**config.mk**
```make
export PLATFORM = sky130hd
export DESIGN_NAME = scl_slot
export DESIGN_NICKNAME = d
export VERILOG_FILES = /design/src/hw/rtl/scl_pkg.sv /design/src/hw/rtl/scl_slot.sv
export SDC_FILE = /design/constraint.sdc
export NUM_CORES = 1
export LEC_CHECK = 0
export ABC_AREA = 0
export BUFFER_PORTS_ARGS = -buffer_cell sky130_fd_sc_hd__buf_2
export CORE_UTILIZATION = 60
export DETAILED_ROUTE_END_ITERATION = 10
export GPL_TIMING_DRIVEN = 0
export HOLD_SLACK_MARGIN = 0.08
export PLACE_DENSITY = 0.89
export SYNTH_ARGS = -nofsm -noshare
export SYNTH_HDL_FRONTEND = slang
export SYNTH_SLANG_ARGS = --single-unit
```
**constraint.sdc**
```tcl
create_clock -name clock -period 13.35 [get_ports clock]
set_input_delay 3.3375 -clock clock [delete_from_list [all_inputs] [get_ports clock]]
set_output_delay 3.3375 -clock clock [all_outputs]
set_load 0.02 [all_outputs]
```
**src/hw/rtl/scl_pkg.sv**
```systemverilog
// scl_pkg: shared constants, widths and types for the shuffled combined LCG bank.
// Used by scl_schrage, scl_slot and shuffled_combined_lcg_bank_core; no dependencies.
`timescale 1ns / 1ps

package scl_pkg;

   // Bank size and shuffle table depth
   localparam int NUM_GENERATORS = 3;
   localparam int TABLE_DEPTH    = 32;

   // Field widths
   localparam int VAL_W = 31;
   localparam int GEN_W = 2;

   // Generator and table addressing
   localparam int GEN_AW        = (NUM_GENERATORS > 1) ? $clog2(NUM_GENERATORS) : 1;
   localparam int IDX_W         = (TABLE_DEPTH > 1) ? $clog2(TABLE_DEPTH) : 1;
   localparam int QUO_W         = IDX_W + 1;
   localparam int TAB_DEPTH_ALL = NUM_GENERATORS * TABLE_DEPTH;
   localparam int TAB_AW        = (TAB_DEPTH_ALL > 1) ? $clog2(TAB_DEPTH_ALL) : 1;

   // Warm-up length of a seed transfer
   localparam int WARMUP = TABLE_DEPTH + 8;
   localparam int CNT_W  = $clog2(WARMUP);

   // LCG constants (Schrage form: m = a*q + r)
   localparam logic [VAL_W-1:0] MOD_A   = 31'd2147483563;
   localparam logic [VAL_W-1:0] MOD_B   = 31'd2147483399;
   localparam logic [VAL_W-1:0] TOP_VAL = MOD_A - 31'd1;
   localparam logic [VAL_W-1:0] SEED_B  = 31'd123456789;
   localparam logic [15:0]      MUL_A   = 16'd40014;
   localparam logic [15:0]      MUL_B   = 16'd40692;
   localparam logic [15:0]      QUO_A   = 16'd53668;
   localparam logic [15:0]      QUO_B   = 16'd52774;
   localparam logic [13:0]      REM_A   = 14'd12211;
   localparam logic [13:0]      REM_B   = 14'd3791;

   // Reciprocals for x / q: k0 = (x * recip) >> RECIP_SHIFT, low by at most one
   localparam int RECIP_W     = 32;
   localparam int RECIP_SHIFT = 47;
   localparam int K_W         = 16;
   localparam int PROD_W      = VAL_W + RECIP_W;
   localparam logic [63:0] RECIP_A_WIDE = (64'd1 << RECIP_SHIFT) / 64'(QUO_A);
   localparam logic [63:0] RECIP_B_WIDE = (64'd1 << RECIP_SHIFT) / 64'(QUO_B);
   localparam logic [RECIP_W-1:0] RECIP_A = RECIP_A_WIDE[RECIP_W-1:0];
   localparam logic [RECIP_W-1:0] RECIP_B = RECIP_B_WIDE[RECIP_W-1:0];

   // Slot divider: last_output / SLOT_DIV, reciprocal again low by at most one
   localparam logic [63:0] SLOT_DIV_WIDE = 64'(TOP_VAL) / 64'(TABLE_DEPTH) + 64'd1;
   localparam logic [VAL_W-1:0] SLOT_DIV = SLOT_DIV_WIDE[VAL_W-1:0];
   localparam int SLOT_SHIFT   = 40;
   localparam int SLOT_RECIP_W = 17;
   localparam logic [63:0] SLOT_RECIP_WIDE = (64'd1 << SLOT_SHIFT) / SLOT_DIV_WIDE;
   localparam logic [SLOT_RECIP_W-1:0] SLOT_RECIP = SLOT_RECIP_WIDE[SLOT_RECIP_W-1:0];

   // Opcodes
   localparam logic OP_SEED = 1'b0;
   localparam logic OP_DRAW = 1'b1;

   // Per-generator state word
   typedef struct packed {
      logic [VAL_W-1:0] first_lcg;
      logic [VAL_W-1:0] second_lcg;
      logic [VAL_W-1:0] last_output;
   } gen_state_type;

   localparam gen_state_type GST_RESET = '{
      first_lcg:   31'd1,
      second_lcg:  SEED_B,
      last_output: '0
   };

   // Step request into a Schrage unit
   typedef struct packed {
      logic start;
      logic sel_b;
   } lcg_req_type;

   // Sequencer states
   typedef enum logic [2:0] {
      ST_IDLE,
      ST_SEED_ISSUE,
      ST_SEED_WAIT,
      ST_DRAW_READ,
      ST_DRAW_WAIT
   } ctl_state_type;

endpackage

```
**src/hw/rtl/scl_slot.sv**
```systemverilog
// scl_slot: two-stage divide of the last output by the slot divider, saturated to the table.
// Reciprocal multiply plus one compare-and-correct step; depends on scl_pkg.
`timescale 1ns / 1ps

module scl_slot (
   input  logic                        clock,
   input  logic                        reset,
   input  logic                        start,
   input  logic [scl_pkg::VAL_W-1:0]   value,
   output logic                        done,
   output logic [scl_pkg::IDX_W-1:0]   slot
);

   localparam int SPROD_W = scl_pkg::VAL_W + scl_pkg::SLOT_RECIP_W;
   localparam int REM_W   = scl_pkg::VAL_W + scl_pkg::QUO_W + 1;

   // Stage 1: quotient estimate
   logic [SPROD_W-1:0]              sprod;
   logic                            s1_vld_ff;
   logic [scl_pkg::VAL_W-1:0]       s1_v_ff;
   logic [scl_pkg::QUO_W-1:0]       s1_q_ff;

   assign sprod = SPROD_W'(value) * SPROD_W'(scl_pkg::SLOT_RECIP);

   always_ff @(posedge clock) begin
      if (reset) begin
         s1_vld_ff <= 1'b0;
      end else begin
         s1_vld_ff <= start;
      end
   end

   always_ff @(posedge clock) begin
      s1_v_ff <= value;
      s1_q_ff <= sprod[scl_pkg::SLOT_SHIFT +: scl_pkg::QUO_W];
   end

   // Stage 2: correct by one, clamp to the last slot
   logic [REM_W-1:0]          kd2;
   logic [REM_W-1:0]          rem2;
   logic [scl_pkg::QUO_W-1:0] q2;
   logic [scl_pkg::IDX_W-1:0] slot_in;
   logic                      done_ff;
   logic [scl_pkg::IDX_W-1:0] slot_ff;

   always_comb begin
      kd2  = REM_W'(s1_q_ff) * REM_W'(scl_pkg::SLOT_DIV);
      rem2 = REM_W'(s1_v_ff) - kd2;
      q2   = s1_q_ff;
      if (rem2 >= REM_W'(scl_pkg::SLOT_DIV)) begin
         q2 = s1_q_ff + scl_pkg::QUO_W'(1);
      end
      if (q2 > scl_pkg::QUO_W'(scl_pkg::TABLE_DEPTH - 1)) begin
         slot_in = scl_pkg::IDX_W'(scl_pkg::TABLE_DEPTH - 1);
      end else begin
         slot_in = q2[scl_pkg::IDX_W-1:0];
      end
   end

   always_ff @(posedge clock) begin
      if (reset) begin
         done_ff <= 1'b0;
      end else begin
         done_ff <= s1_vld_ff;
      end
   end

   always_ff @(posedge clock) begin
      slot_ff <= slot_in;
   end

   assign done = done_ff;
   assign slot = slot_ff;

endmodule

```
Word-level counts from Yosys, hierarchy flattened. Cells that the tools add are included.

Register bits: 43. Bits of input ports: 34. Output and inout port bits: 6. Word-level logic and storage cells: 11.

$add $sub $neg: 2. Multipliers: 1. $lt $le $gt $ge: 2. Muxes and demuxes: 1.

Operators by type and width (count): greater-or-equal comparator 38 x 26 -> 1 bit (second input constant) (1); subtractor 31 x 31 -> 32 bit (1); multiplier 5 x 25 -> 30 bit (second input constant) (1); adder 5 x 1 -> 6 bit (second input constant) (1); > comparator 6 x 5 -> 1 bit (second input constant) (1); 2-to-1 mux 6 bit (1).

Longest topological paths before layout.
Depth in word-level cells: 5. Mapped depth: 25. Gate-level depth less buffers: 25.

Worst setup path before layout. Ideal clock, no wire load.

Kind: reg-to-reg. Start: register s1_v_ff[28] (netlist bit). End: register slot_ff, in the netlist slot[3]. Setup time: 0.072 ns. Data arrival time: 5.951 ns. Required time: 13.278 ns. Slack: 7.327 ns. Stages on the path, launching flop included: 25. Path buffers: 1. Clock period less this slack: 6.023 ns. Path through: dfxtp_1 -> fa_1 -> inv_1 -> fa_1 -> fa_1 -> inv_1 -> ha_1 -> nor2b_1 -> o31a_1 -> o21ai_0 -> nand2b_1 -> fa_1 -> inv_1 -> ha_1 -> buf_2 -> a21oi_1 -> a21boi_1 -> o211ai_1 -> a211oi_1 -> o21bai_1 -> a2bb2oi_1 -> a2111oi_4 -> a211oi_4 -> a211oi_2 -> mux2i_1.

Longest elaborated chain between the ends: 4.

RTL lines: start, declared (RTL line scl_slot.sv:20) `logic [scl_pkg::VAL_W-1:0] s1_v_ff;`; start signal, assigned (RTL line scl_slot.sv:34) `s1_v_ff <= value;`; subtractor 31 x 31 -> 32 bit * (RTL line scl_slot.sv:48) `rem2 = REM_W'(s1_v_ff) - kd2;`; greater-or-equal comparator 38 x 26 -> 1 bit * (RTL line scl_slot.sv:50) `if (rem2 >= REM_W'(scl_pkg::SLOT_DIV)) begin`; 2-to-1 mux 6 bit * (RTL line scl_slot.sv:50); > comparator 6 x 5 -> 1 bit (RTL line scl_slot.sv:53) `if (q2 > scl_pkg::QUO_W'(scl_pkg::TABLE_DEPTH - 1)) begin`; end signal, assigned (RTL line scl_slot.sv:69) `slot_ff <= slot_in;`; end, declared (RTL line scl_slot.sv:44) `logic [scl_pkg::IDX_W-1:0] slot_ff;`.

Mark *: on every way between the ends. The rest lies on a longest branch, timed or not. A chain may end at the register's enable or synchronous reset.

Worst setup path after layout. Ends and elaborated chain as after synthesis.

==> key figures <==
Synthesis
  • Syn Inst Count: 486
  • Number of synthesized flops with an enable pin: 0
  • Ys flop type: dfxtp_1
  • Unique masters post-synth: 75
  • Syn_nets: 591
  • Seq/Total Area, Yosys: 18.2%
  • Cell Area, Synth: 4070 um^2
  • Ys async rst share: 0%
  • Post-synthesis register bit count: 37
  • Synthesized area per cell: roughly 8.4 um^2
  • Yosys warning count: 0

Timing
  • Sum Neg Setup Slack: 0 ns
  • Worst clock skew: 0.00755 ns
  • Fin crit period: 7.12 ns
  • RSZ-0062 raised after global routing: false
  • Max-slew violations: 0
  • F_max: 140 MHz
  • Slew @ Worst Pin: 0.720 ns
  • Rel. slew slack: between 50 and 60%
  • Final Cycle Share: between 50% and 60%
  • Final Hold Violating Endpoints: 0
  • Final setup violation count: 0

GRT
  • Top Usage Layer GRT: met2
  • M2 GR Usage: 52.0%
  • Met3 usage: 6.39%
  • Global-route wire length before repair: 17.8 mm
  • GRT overflow: 0
  • Grt met1 use: 42.0%
  • Gr usage total: 31.7%
  • Number of global-route vias before repair: 3767
  • Initial antenna violation count: 0
  • Largest net degree at the start of global routing: 12

Routing
  • Vias: 3977
  • DRT antenna net count: 0
  • # DRC: 2
  • Avg WL per Cell: 17.6 um
  • Total Wirelength: around 11 mm
  • Via density: 6.53
  • Initial DRC count: 343
  • Drt pass-1 iters: 8

Worst setup path
  • Crit start category: register
  • CP arrival: 7.34 ns
  • Crit-path max FO: 9
  • CP Capture Type: register
  • Crit. Startpoint: s1_v_ff[28]
  • WS Path Type: register to register
  • Required @ worst endpoint: between 10 and 15 ns
  • Worst Reg-to-Reg Cells: 24
  • Reg-to-Reg Start: s1_v_ff[28]

Die
  • Initial Util: between 60% and 70%
  • # IOs: 40
  • Die X: 84.3 um
  • DIE HEIGHT: roughly 84 um
  • Rows: 29
  • Full die area: 7110 um^2
  • Core area: 6460 um^2

Place
  • RD Place Congestion: 0.972
  • Port Buffers: 38
  • DP HPWL: 8.59 mm

Outcome
  • Status: finished with violations
  • Failing checks: DRC

CTS
  • Bufs on Longest Clock Path: 2
  • CTS Hold Bufs: 0
  • Number of post-CTS setup repair buffers: 0
  • Clock-pin slew on the worst setup and hold paths: 0.09 ns
  • Root Buffer: clkbuf_8
  • Clock latency on the worst-skew pair: 0.30 ns
  • Clk sinks: 37
  • # H-tree levels: 2
  • Post-CTS Resized: 0
  • CTS tree: done
  • TritonCTS Buffers: 5

Worst hold path
  • Hold Crit Class: register to register
  • Worst hold start: s1_vld_ff
  • Worst Hold Path Cells: 1

Final layout
  • Fill cell count: 511
  • Nets: 636
  • Share of layout cells above drive strength 1: 13.3%
  • Multi-input logic area: slightly above 3000 um^2
  • Commonest non-fill, non-tap cell in the layout: ha_1
  • Area Growth Syn to Fin: 9.91%
  • Most frequent cells in the layout: 54 x ha_1, 46 x a21oi_1, 45 x buf_2, 37 x dfxtp_1, 36 x inv_1
  • Total area of sequential cells: ~740 um^2
  • Antenna Cells: 0

Flow run
  • Total of max-cap violations: 0
==> through the flow <==
step | util [%] | setup slack (ns) | instances | hold WS (ns) | instance area [um^2]
2_1_floorplan | - | 7.33 | 486 | 0.414 | 4070
3_3_place_gp | 67.4 | 6.50 | 601 | 0.437 | 4350
3_5_place_dp | 67.4 | 6.40 | 601 | 0.448 | 4350
4_1_cts | 69.2 | 6.36 | 609 | 0.463 | 4470
5_1_grt | 69.2 | 5.99 | 609 | 0.484 | 4470
6_report | 69.2 | 6.23 | 609 | 0.460 | 4470
==> metal layers <==
| metal | part of all wire (%) | wire, um |
|---|---|---|
| met1 | 43 | 4600 |
| met4 | 3.1 | 330 |
| met5 | 0 | 0 |
| met3 | 9.2 | 984 |
| met2 | 45 | 4820 |
==> final cells by class <==
class | instances | share of cell area (%)
Multi-Input combinational cell | 398 | 69.6
Sequential cell | 37 | 16.6
Clock inverter | 1 | 0.672
Buffer | 15 | 1.82
Tap cell | 77 | 2.16
Inverter | 36 | 3.02
Timing Repair Buffer | 38 | 4.26
Clock buffer | 7 | 1.93
==> flip-flops by register name, summed over array words and instances (netlist names) <==
| register | flops |
|---|---|
| s1_vld_ff | 1 |
| s1_v_ff | 29 |
| slot | 5 |
| s1_q_ff | 1 |
| done | 1 |
==> worst paths after layout <==
check                                to  slack, ns
worst max register to register  slot[3]       6.23
worst max-delay path            slot[3]       6.23
worst min-delay path               done       0.46
worst min register to register     done       0.46
==> synthesized netlist by cell type, drive strengths merged, types with 10 or more instances <==
cell   count  area [um^2]
dfxtp     37          741
nand3     15         75.1
inv       36          135
ha        54          676
o21ai     31          159
xor2      10         87.6
buf       11         65.1
nor2      34          128
fa        17          340
nand2     32          123
a21oi     46          230
a21o      10         75.1
nor3      14         70.1
==> worst max-delay path, stage by stage (launching register included) <==
cell       delay (ns)
dfxtp_1          0.43
fa_1             0.69
inv_1            0.09
fa_1             0.48
fa_1             0.51
inv_1            0.04
ha_1             0.32
nor2b_1          0.17
o31a_1           0.28
o21ai_0          0.29
nand2b_1         0.15
fa_1             0.50
inv_1            0.08
ha_1             0.27
buf_2            0.18
a21oi_1          0.24
o21ai_1          0.19
a32oi_1          0.24
nand2_1          0.08
a2111oi_1        0.49
nand4_1          0.17
nor4_2           0.52
a211oi_4         0.16
a211oi_2         0.26
mux2i_1          0.21
==> kinds of logic after synthesis <==
family / count (synthesis) / synth area share, %
XOR/XNOR: 15 / 3.23
buffers and inverters: 51 / 5.32
AO/OA/AOI/OAI: 162 / 28.7
AND/OR/NAND/NOR: 141 / 17.3
flip-flops: 37 / 18.2
multiplexers: 9 / 2.22
adder cells (fa/ha/maj): 71 / 25.0
Power is not shown: default switching activity piles up to over one toggle a cycle in this logic, so the estimate is an artifact.
