**src/hw/rtl/scl_pkg.sv**
```systemverilog
// scl_pkg: shared constants, widths and types for the shuffled combined LCG bank.
// Used by scl_schrage, scl_slot and shuffled_combined_lcg_bank_core; no dependencies.
`timescale 1ns / 1ps

package scl_pkg;

   // Bank size and shuffle table depth
   localparam int NUM_GENERATORS = 3;
   localparam int TABLE_DEPTH    = 32;

   // Field widths
   localparam int VAL_W = 31;
   localparam int GEN_W = 2;

   // Generator and table addressing
   localparam int GEN_AW        = (NUM_GENERATORS > 1) ? $clog2(NUM_GENERATORS) : 1;
   localparam int IDX_W         = (TABLE_DEPTH > 1) ? $clog2(TABLE_DEPTH) : 1;
   localparam int QUO_W         = IDX_W + 1;
   localparam int TAB_DEPTH_ALL = NUM_GENERATORS * TABLE_DEPTH;
   localparam int TAB_AW        = (TAB_DEPTH_ALL > 1) ? $clog2(TAB_DEPTH_ALL) : 1;

   // Warm-up length of a seed transfer
   localparam int WARMUP = TABLE_DEPTH + 8;
   localparam int CNT_W  = $clog2(WARMUP);

   // LCG constants (Schrage form: m = a*q + r)
   localparam logic [VAL_W-1:0] MOD_A   = 31'd2147483563;
   localparam logic [VAL_W-1:0] MOD_B   = 31'd2147483399;
   localparam logic [VAL_W-1:0] TOP_VAL = MOD_A - 31'd1;
   localparam logic [VAL_W-1:0] SEED_B  = 31'd123456789;
   localparam logic [15:0]      MUL_A   = 16'd40014;
   localparam logic [15:0]      MUL_B   = 16'd40692;
   localparam logic [15:0]      QUO_A   = 16'd53668;
   localparam logic [15:0]      QUO_B   = 16'd52774;
   localparam logic [13:0]      REM_A   = 14'd12211;
   localparam logic [13:0]      REM_B   = 14'd3791;

   // Reciprocals for x / q: k0 = (x * recip) >> RECIP_SHIFT, low by at most one
   localparam int RECIP_W     = 32;
   localparam int RECIP_SHIFT = 47;
   localparam int K_W         = 16;
   localparam int PROD_W      = VAL_W + RECIP_W;
   localparam logic [63:0] RECIP_A_WIDE = (64'd1 << RECIP_SHIFT) / 64'(QUO_A);
   localparam logic [63:0] RECIP_B_WIDE = (64'd1 << RECIP_SHIFT) / 64'(QUO_B);
   localparam logic [RECIP_W-1:0] RECIP_A = RECIP_A_WIDE[RECIP_W-1:0];
   localparam logic [RECIP_W-1:0] RECIP_B = RECIP_B_WIDE[RECIP_W-1:0];

   // Slot divider: last_output / SLOT_DIV, reciprocal again low by at most one
   localparam logic [63:0] SLOT_DIV_WIDE = 64'(TOP_VAL) / 64'(TABLE_DEPTH) + 64'd1;
   localparam logic [VAL_W-1:0] SLOT_DIV = SLOT_DIV_WIDE[VAL_W-1:0];
   localparam int SLOT_SHIFT   = 40;
   localparam int SLOT_RECIP_W = 17;
   localparam logic [63:0] SLOT_RECIP_WIDE = (64'd1 << SLOT_SHIFT) / SLOT_DIV_WIDE;
   localparam logic [SLOT_RECIP_W-1:0] SLOT_RECIP = SLOT_RECIP_WIDE[SLOT_RECIP_W-1:0];

   // Opcodes
   localparam logic OP_SEED = 1'b0;
   localparam logic OP_DRAW = 1'b1;

   // Per-generator state word
   typedef struct packed {
      logic [VAL_W-1:0] first_lcg;
      logic [VAL_W-1:0] second_lcg;
      logic [VAL_W-1:0] last_output;
   } gen_state_type;

   localparam gen_state_type GST_RESET = '{
      first_lcg:   31'd1,
      second_lcg:  SEED_B,
      last_output: '0
   };

   // Step request into a Schrage unit
   typedef struct packed {
      logic start;
      logic sel_b;
   } lcg_req_type;

   // Sequencer states
   typedef enum logic [2:0] {
      ST_IDLE,
      ST_SEED_ISSUE,
      ST_SEED_WAIT,
      ST_DRAW_READ,
      ST_DRAW_WAIT
   } ctl_state_type;

endpackage

```
**src/hw/rtl/scl_schrage.sv**
```systemverilog
// scl_schrage: four-stage pipelined Schrage step y = a*(x mod q) - (x/q)*r (+m if negative).
// Selects the first or second LCG constant set per request; depends on scl_pkg.
`timescale 1ns / 1ps

module scl_schrage (
   input  logic                        clock,
   input  logic                        reset,
   input  scl_pkg::lcg_req_type        req,
   input  logic [scl_pkg::VAL_W-1:0]   x_in,
   output logic                        done,
   output logic [scl_pkg::VAL_W-1:0]   y
);

   // Stage 1: quotient estimate by reciprocal
   logic [scl_pkg::RECIP_W-1:0] recip_sel;
   logic [scl_pkg::PROD_W-1:0]  prod0;
   logic                        p1_vld_ff;
   logic                        p1_sel_ff;
   logic [scl_pkg::VAL_W-1:0]   p1_x_ff;
   logic [scl_pkg::K_W-1:0]     p1_k_ff;

   always_comb begin
      recip_sel = req.sel_b ? scl_pkg::RECIP_B : scl_pkg::RECIP_A;
      prod0     = scl_pkg::PROD_W'(x_in) * scl_pkg::PROD_W'(recip_sel);
   end

   always_ff @(posedge clock) begin
      if (reset) begin
         p1_vld_ff <= 1'b0;
      end else begin
         p1_vld_ff <= req.start;
      end
   end

   always_ff @(posedge clock) begin
      p1_sel_ff <= req.sel_b;
      p1_x_ff   <= x_in;
      p1_k_ff   <= prod0[scl_pkg::RECIP_SHIFT +: scl_pkg::K_W];
   end

   // Stage 2: raw remainder x - k0*q, below 2q
   logic [15:0]             quo1;
   logic [31:0]             kq1;
   logic [31:0]             rem1;
   logic                    p2_vld_ff;
   logic                    p2_sel_ff;
   logic [16:0]             p2_rem_ff;
   logic [scl_pkg::K_W-1:0] p2_k_ff;

   always_comb begin
      quo1 = p1_sel_ff ? scl_pkg::QUO_B : scl_pkg::QUO_A;
      kq1  = 32'(p1_k_ff) * 32'(quo1);
      rem1 = 32'(p1_x_ff) - kq1;
   end

   always_ff @(posedge clock) begin
      if (reset) begin
         p2_vld_ff <= 1'b0;
      end else begin
         p2_vld_ff <= p1_vld_ff;
      end
   end

   always_ff @(posedge clock) begin
      p2_sel_ff <= p1_sel_ff;
      p2_rem_ff <= rem1[16:0];
      p2_k_ff   <= p1_k_ff;
   end

   // Stage 3: fix quotient, form a*rem and k*r
   logic [15:0]             quo2;
   logic [15:0]             mul2;
   logic [13:0]             rr2;
   logic [16:0]             rem2;
   logic [scl_pkg::K_W-1:0] k2;
   logic [31:0]             pa2;
   logic [31:0]             pk2;
   logic                    p3_vld_ff;
   logic                    p3_sel_ff;
   logic [30:0]             p3_pa_ff;
   logic [30:0]             p3_pk_ff;

   always_comb begin
      quo2 = p2_sel_ff ? scl_pkg::QUO_B : scl_pkg::QUO_A;
      mul2 = p2_sel_ff ? scl_pkg::MUL_B : scl_pkg::MUL_A;
      rr2  = p2_sel_ff ? scl_pkg::REM_B : scl_pkg::REM_A;
      rem2 = p2_rem_ff;
      k2   = p2_k_ff;
      if (p2_rem_ff >= 17'(quo2)) begin
         rem2 = p2_rem_ff - 17'(quo2);
         k2   = p2_k_ff + 16'd1;
      end
      pa2 = 32'(rem2[15:0]) * 32'(mul2);
      pk2 = 32'(k2) * 32'(rr2);
   end

   always_ff @(posedge clock) begin
      if (reset) begin
         p3_vld_ff <= 1'b0;
      end else begin
         p3_vld_ff <= p2_vld_ff;
      end
   end

   always_ff @(posedge clock) begin
      p3_sel_ff <= p2_sel_ff;
      p3_pa_ff  <= pa2[30:0];
      p3_pk_ff  <= pk2[30:0];
   end

   // Stage 4: subtract, wrap by the modulus
   logic [scl_pkg::VAL_W-1:0] mod3;
   logic [31:0]               diff3;
   logic [31:0]               y_in;
   logic                      done_ff;
   logic [scl_pkg::VAL_W-1:0] y_ff;

   always_comb begin
      mod3  = p3_sel_ff ? scl_pkg::MOD_B : scl_pkg::MOD_A;
      diff3 = {1'b0, p3_pa_ff} - {1'b0, p3_pk_ff};
      y_in  = diff3[31] ? (diff3 + {1'b0, mod3}) : diff3;
   end

   always_ff @(posedge clock) begin
      if (reset) begin
         done_ff <= 1'b0;
      end else begin
         done_ff <= p3_vld_ff;
      end
   end

   always_ff @(posedge clock) begin
      y_ff <= y_in[scl_pkg::VAL_W-1:0];
   end

   assign done = done_ff;
   assign y    = y_ff;

endmodule

```
**config.mk**
```make
export PLATFORM = sky130hd
export DESIGN_NAME = scl_schrage
export DESIGN_NICKNAME = d
export VERILOG_FILES = /design/src/hw/rtl/scl_pkg.sv /design/src/hw/rtl/scl_schrage.sv
export SDC_FILE = /design/constraint.sdc
export NUM_CORES = 2
export LEC_CHECK = 0
export ABC_AREA = 1
export BUFFER_PORTS_ARGS = -buffer_cell sky130_fd_sc_hd__buf_2
export CORE_UTILIZATION = 38
export CTS_CLUSTER_DIAMETER = 40
export DETAILED_ROUTE_END_ITERATION = 16
export GPL_TIMING_DRIVEN = 0
export PLACE_DENSITY_LB_ADDON = 0.08
export SLEW_MARGIN = 20
export SYNTH_ARGS = -nofsm -noshare
export SYNTH_HDL_FRONTEND = slang
export SYNTH_SLANG_ARGS = --single-unit
```
**constraint.sdc**
```tcl
create_clock -name clock -period 8.7 [get_ports clock]
set_input_delay 1.305 -clock clock [delete_from_list [all_inputs] [get_ports clock]]
set_output_delay 1.305 -clock clock [all_outputs]
set_load 0.01 [all_outputs]
```
======== After elaboration in Yosys (flattened, before gate mapping) ========
Index checks and enable logic that the tools add are counted.
word-level totals
  flip-flop bits (word level) ............. 165
  input bits .............................. 35
  output and inout bits ................... 32
  logic and storage cells ................. 33
operators by class
  $add $sub $neg .......................... 5
  $mul .................................... 4
  magnitude comparators ................... 1
  mux-type cells .......................... 9
operator list
  operator               number
  $mul 31x32->63         1
  $mux 16                2
  $sub 31x30->32         1
  $add 31x31->31         1
  $mul 16x16->31         1
  $mux 31                1
  $mul 16x14->30         1
  $mux 13                2
  $mux 26                1
  $ge 17x16->1           1
  $mul 16x16->17         1
  $sub 17x17->17         1
  $add 16x1->16 const B  1
  $sub 16x16->16         1
  $mux 14                1
  $mux 10                1
  $mux 8                 1

======== Depth between registers and ports, before layout ========
  depth in word-level cells ............... 4
  gate-level depth with buffers ........... 41
  depth with buffers taken out ............ 38

======== Worst setup path after synthesis ========
Ideal clock, no wire load.
  path type ............................... register to register
  from .................................... register p2_sel_ff
  to ...................................... register p3_pa_ff[28]
  setup time .............................. 0.119 ns
  arrival ................................. 7.846 ns
  data required time ...................... 8.581 ns
  path slack .............................. 0.735 ns
  cell stages (with the launch flop) ...... 37
  buffers on the path ..................... 4
  period minus slack after synthesis ...... 7.965 ns
  cells stage by stage .................... dfxtp_1 inv_1 clkbuf_1 clkbuf_1 ha_1 a21oi_1 nor2_1 nor2_1 inv_1 nand2_1 nand4_4 buf_6 buf_4 o21ai_0 inv_1 fa_1 inv_1 fa_1 inv_1 fa_1 fa_1 fa_1 inv_1 fa_1 inv_1 ha_1 nand2_1 nand2_1 a31oi_1 nand3_1 a21boi_0 o21ai_0 nand2_1 nand2_1 nand3_1 nand2_1 xor2_1
between the ends
  word-level cells in the longest chain between the ends .. 4
  elaborated cells between the ends (all ways) .. 6
  those cells by class .................... add/sub (1); mul (1); order compare (1); mux (3)
ends and longest elaborated chain
  what                                                   RTL line                              text
  start, declared                                        scl_schrage.sv:46                     logic p2_sel_ff;
  start signal, assigned                                 scl_schrage.sv:65                     p2_sel_ff <= p1_sel_ff;
  $mux 13                                                scl_schrage.sv:84                     quo2 = p2_sel_ff ? scl_pkg::QUO_B : scl_pkg::QUO_A;
  $sub 16x16->16 / $ge 17x16->1 (equally long branches)  scl_schrage.sv:90, scl_schrage.sv:89
  $mux 16                                                scl_schrage.sv:89                     if (p2_rem_ff >= 17'(quo2)) begin
  $mul 16x16->31 (*)                                     scl_schrage.sv:93                     pa2 = 32'(rem2[15:0]) * 32'(mul2);
  named net pa2[28]                                      scl_schrage.sv:76                     logic [31:0] pa2;
  end signal, assigned                                   scl_schrage.sv:107                    p3_pa_ff <= pa2[30:0];
  end, declared                                          scl_schrage.sv:80                     logic [30:0] p3_pa_ff;
The timed path passes the listed nets; every way through them passes the cells marked *.
A chain may end at the register's enable or synchronous reset.

======== Worst setup path in the final report ========
  from .................................... input x_in[13] in the netlist's numbering
  to ...................................... register p1_k_ff[4] in the netlist's numbering
between the ends
  word-level cells in the longest chain between the ends .. 1
ends and longest elaborated chain
  what                      RTL line           text
  start, declared           scl_schrage.sv:9   input logic [scl_pkg::VAL_W-1:0] x_in,
  $mul 31x32->63            scl_schrage.sv:24  prod0 = scl_pkg::PROD_W'(x_in) * scl_pkg::PROD_W'(recip_sel);
  named net prod0, one bit  scl_schrage.sv:16  logic [scl_pkg::PROD_W-1:0] prod0;
  end signal, assigned      scl_schrage.sv:38  p1_k_ff <= prod0[scl_pkg::RECIP_SHIFT +: scl_pkg::K_W];
  end, declared             scl_schrage.sv:20  logic [scl_pkg::K_W-1:0] p1_k_ff;
The timed path passes the listed nets, and every way through them passes these cells.

==> impl_metrics.tcl <==
set metrics [dict create \
    synthTopCellsByArea "fa_1 (39%), ha_1 (22%), inv_1 (12%)" \
    final_area_sq_um 49300 \
    fillers 12300 \
    fp.coreArea_sq_um 120000 \
    drc 0 \
    fin_cells 6966 \
    max_freq_mhz 119 \
    ys_seq_elements 164 \
    clock_latency_ps 490 \
    critPathCaptureType "flip-flop" \
    gp_congestion 0.938 \
    syn_to_final_growth_pct 7.11 \
    max_cap_violations 0 \
    antenna_left 0 \
    ys_seq_area_share_pct 7.13 \
    avgSynthCellArea_sq_um 8.79 \
    port_buffers 66 \
    final-seq-area_sq_um 3290 \
    hold_path.class "flip-flop to flip-flop" \
    criticalPathCategory "primary input to flip-flop" \
    fp-row-count 127 \
    multi_input_area_sq_um 37000 \
    drtIter0Drc 1396 \
    h-tree-depth 4 \
    tightestPinTransition_ps 1080 \
    cts-root-buf "clkbuf_16" \
    die_area_sq_um 123000 \
    cts_tree "done" \
    crit_path_start_kind "primary input" \
    die_w_um 350 \
    worstPathRequired_ps 9080 \
    synth_edf_count 0 \
    grt_pass1_vias 36000 \
    period_share_pct 96.7 \
    drive_above_1_share_pct 4.43 \
    slew_headroom_pct 28.0 \
    die_h_um 350 \
    arrival_ps 8790 \
    finClkSkew_ps 15.3 \
    numCtsBuffers 17 \
    async_flop_share_pct 0 \
    synth_top_area_share_pct 38.7 \
    hold_viol 0 \
    crit_fanout 7 \
    clock-sinks 164 \
    grt_pass1_wl_um 209000 \
    synth_largest_area_cell "fa_1" \
    clock_path_buffers 2 \
    ios 67 \
    synth.yosys.warnings 0 \
    vias 32600 \
    slew_violations 0 \
    setup_viol 0 \
    dr.pass1.iters 6 \
    clk_pin_slew_ps 70 \
    initial_core_util_pct 38.4 \
    dpl-instance-area_sq_um 48400 \
    grtUsageTotal_pct 22.8 \
    status "finished clean" \
    synthCells 5237 \
    grt_max_degree 17 \
    synth-main-ff-cell "dfxtp_1" \
    dp_hpwl_um 121000 \
    antenna_found_initial 2 \
    synth.distinct_cells 57 \
    fin_crit_ps 8420 \
    nets 7062 \
    hold_buffers 0 \
    wl_um 133000 \
    avgRoutedWirePerCell_um 19.1 \
    netlist_area_sq_um 46000 \
    gr-total-overflow 0 \
    dp.cells 6925 \
    vias_per_cell 4.69 \
]
==> metrics by stage <==
stage / TNS, ps / hold slack (ps) / util, % / setup WS, ps
after floorplan: 0 / 331 / - / 735
after global placement: -48510 / 397 / 40.4 / -1860
after detailed placement: -39930 / 397 / 40.4 / -1360
after CTS: 0 / 408 / 40.9 / 6.29
after global routing: -21.2 / 419 / 41.1 / -11.2
final: 0 / 406 / 41.1 / 285
==> metal layers <==
layer	global-route usage (%)	wire (um)	vias up
met4	5.80	3210	0
met1	27.6	56100	16100
met2	43.3	70600	470
li1	-	-	16000
met5	0	0	-
met3	1.72	3270	113
==> worst max-delay path, stage by stage <==
cell and delay [ps]:
buf_2 340, inv_1 290, nor2_2 410, inv_1 220
fa_1 560, fa_1 520, inv_1 50, fa_1 480
inv_1 50, fa_1 490, inv_1 50, fa_1 550
fa_1 440, fa_1 520, fa_1 420, ha_1 320
a21oi_1 220, inv_1 60, a21oi_1 340, a21boi_1 440
o21ai_0 150, a21oi_1 130, o21ai_0 110, xor2_1 290
==> sequential cells by signal (all words and copies together), names as in the netlist, 16 cells and up <==
register and flops:
p1_x_ff 17, y 31, p3_pk_ff 30, p2_rem_ff 17, p3_pa_ff 30, p2_k_ff 16, p1_k_ff 16
==> repair_timing <==
| action | 4_1_cts | 5_1_grt |
|---|---|---|
| buffers inserted | 1 | 7 |
| pin swaps | 0 | 2 |
| gates resized for setup | 24 | 52 |
| gates cloned | 0 | 0 |
| setup endpoints to repair | 51 | 30 |
==> cells in the mapped netlist, drive strengths merged (10+ instances only) <==
cell type and n:
xnor2 56, fa 890, xor2 115, or2 13, o21a 16, o21ai 139
o21bai 12, nor2 302, inv 1544, nor4 13, nor3 37, nand2 667
clkbuf 29, nand3 113, ha 799, nand4 42, a21boi 10, dfxtp 164
a21oi 204, a21o 10
==> layout make-up <==
class                   count  share of cell area [%]
diodes                      3                  0.0152
plain buffers              36                   0.386
flip-flops and latches    164                    6.66
clock buffers              19                   0.878
multi-input cells        3501                    75.1
clock inverters            13                   0.284
inverters                1544                    11.8
well taps                1612                    4.09
repair buffers             74                   0.792
==> cells in the final DEF (no fill, tap or decap), types with 54 or more instances in the layout <==
cell type	count
inv_1	1522
fa_1	890
ha_1	796
nand2_1	655
nor2_1	270
a21oi_1	200
dfxtp_1	163
o21ai_0	115
xor2_1	109
nand3_1	107
buf_2	69
xnor2_1	54
==> final timing paths <==
kind | depth (start not counted) | endpoint | slack [ps] | start
worst min register to register | 0 | p2_sel_ff | 410 | p1_sel_ff
worst max register to register | 31 | p3_pk_ff[27] | 540 | p2_sel_ff
worst min-delay path | 0 | p2_sel_ff | 410 | p1_sel_ff
worst max-delay path | 24 | p1_k_ff[4] | 280 | x_in[13]
==> kinds of logic after synthesis <==
| logic type | count (synthesis) | synth area share, % |
|---|---|---|
| AO/OA/AOI/OAI | 428 | 5.23 |
| XOR/XNOR | 171 | 3.29 |
| adder cells (fa/ha/maj) | 1689 | 60.4 |
| buffers and inverters | 1582 | 13.0 |
| flip-flops | 164 | 7.13 |
| other | 2 | 0.0163 |
| AND/OR/NAND/NOR | 1201 | 10.9 |
Power is not shown: default switching activity piles up to over one toggle a cycle in this logic, so the estimate is an artifact.
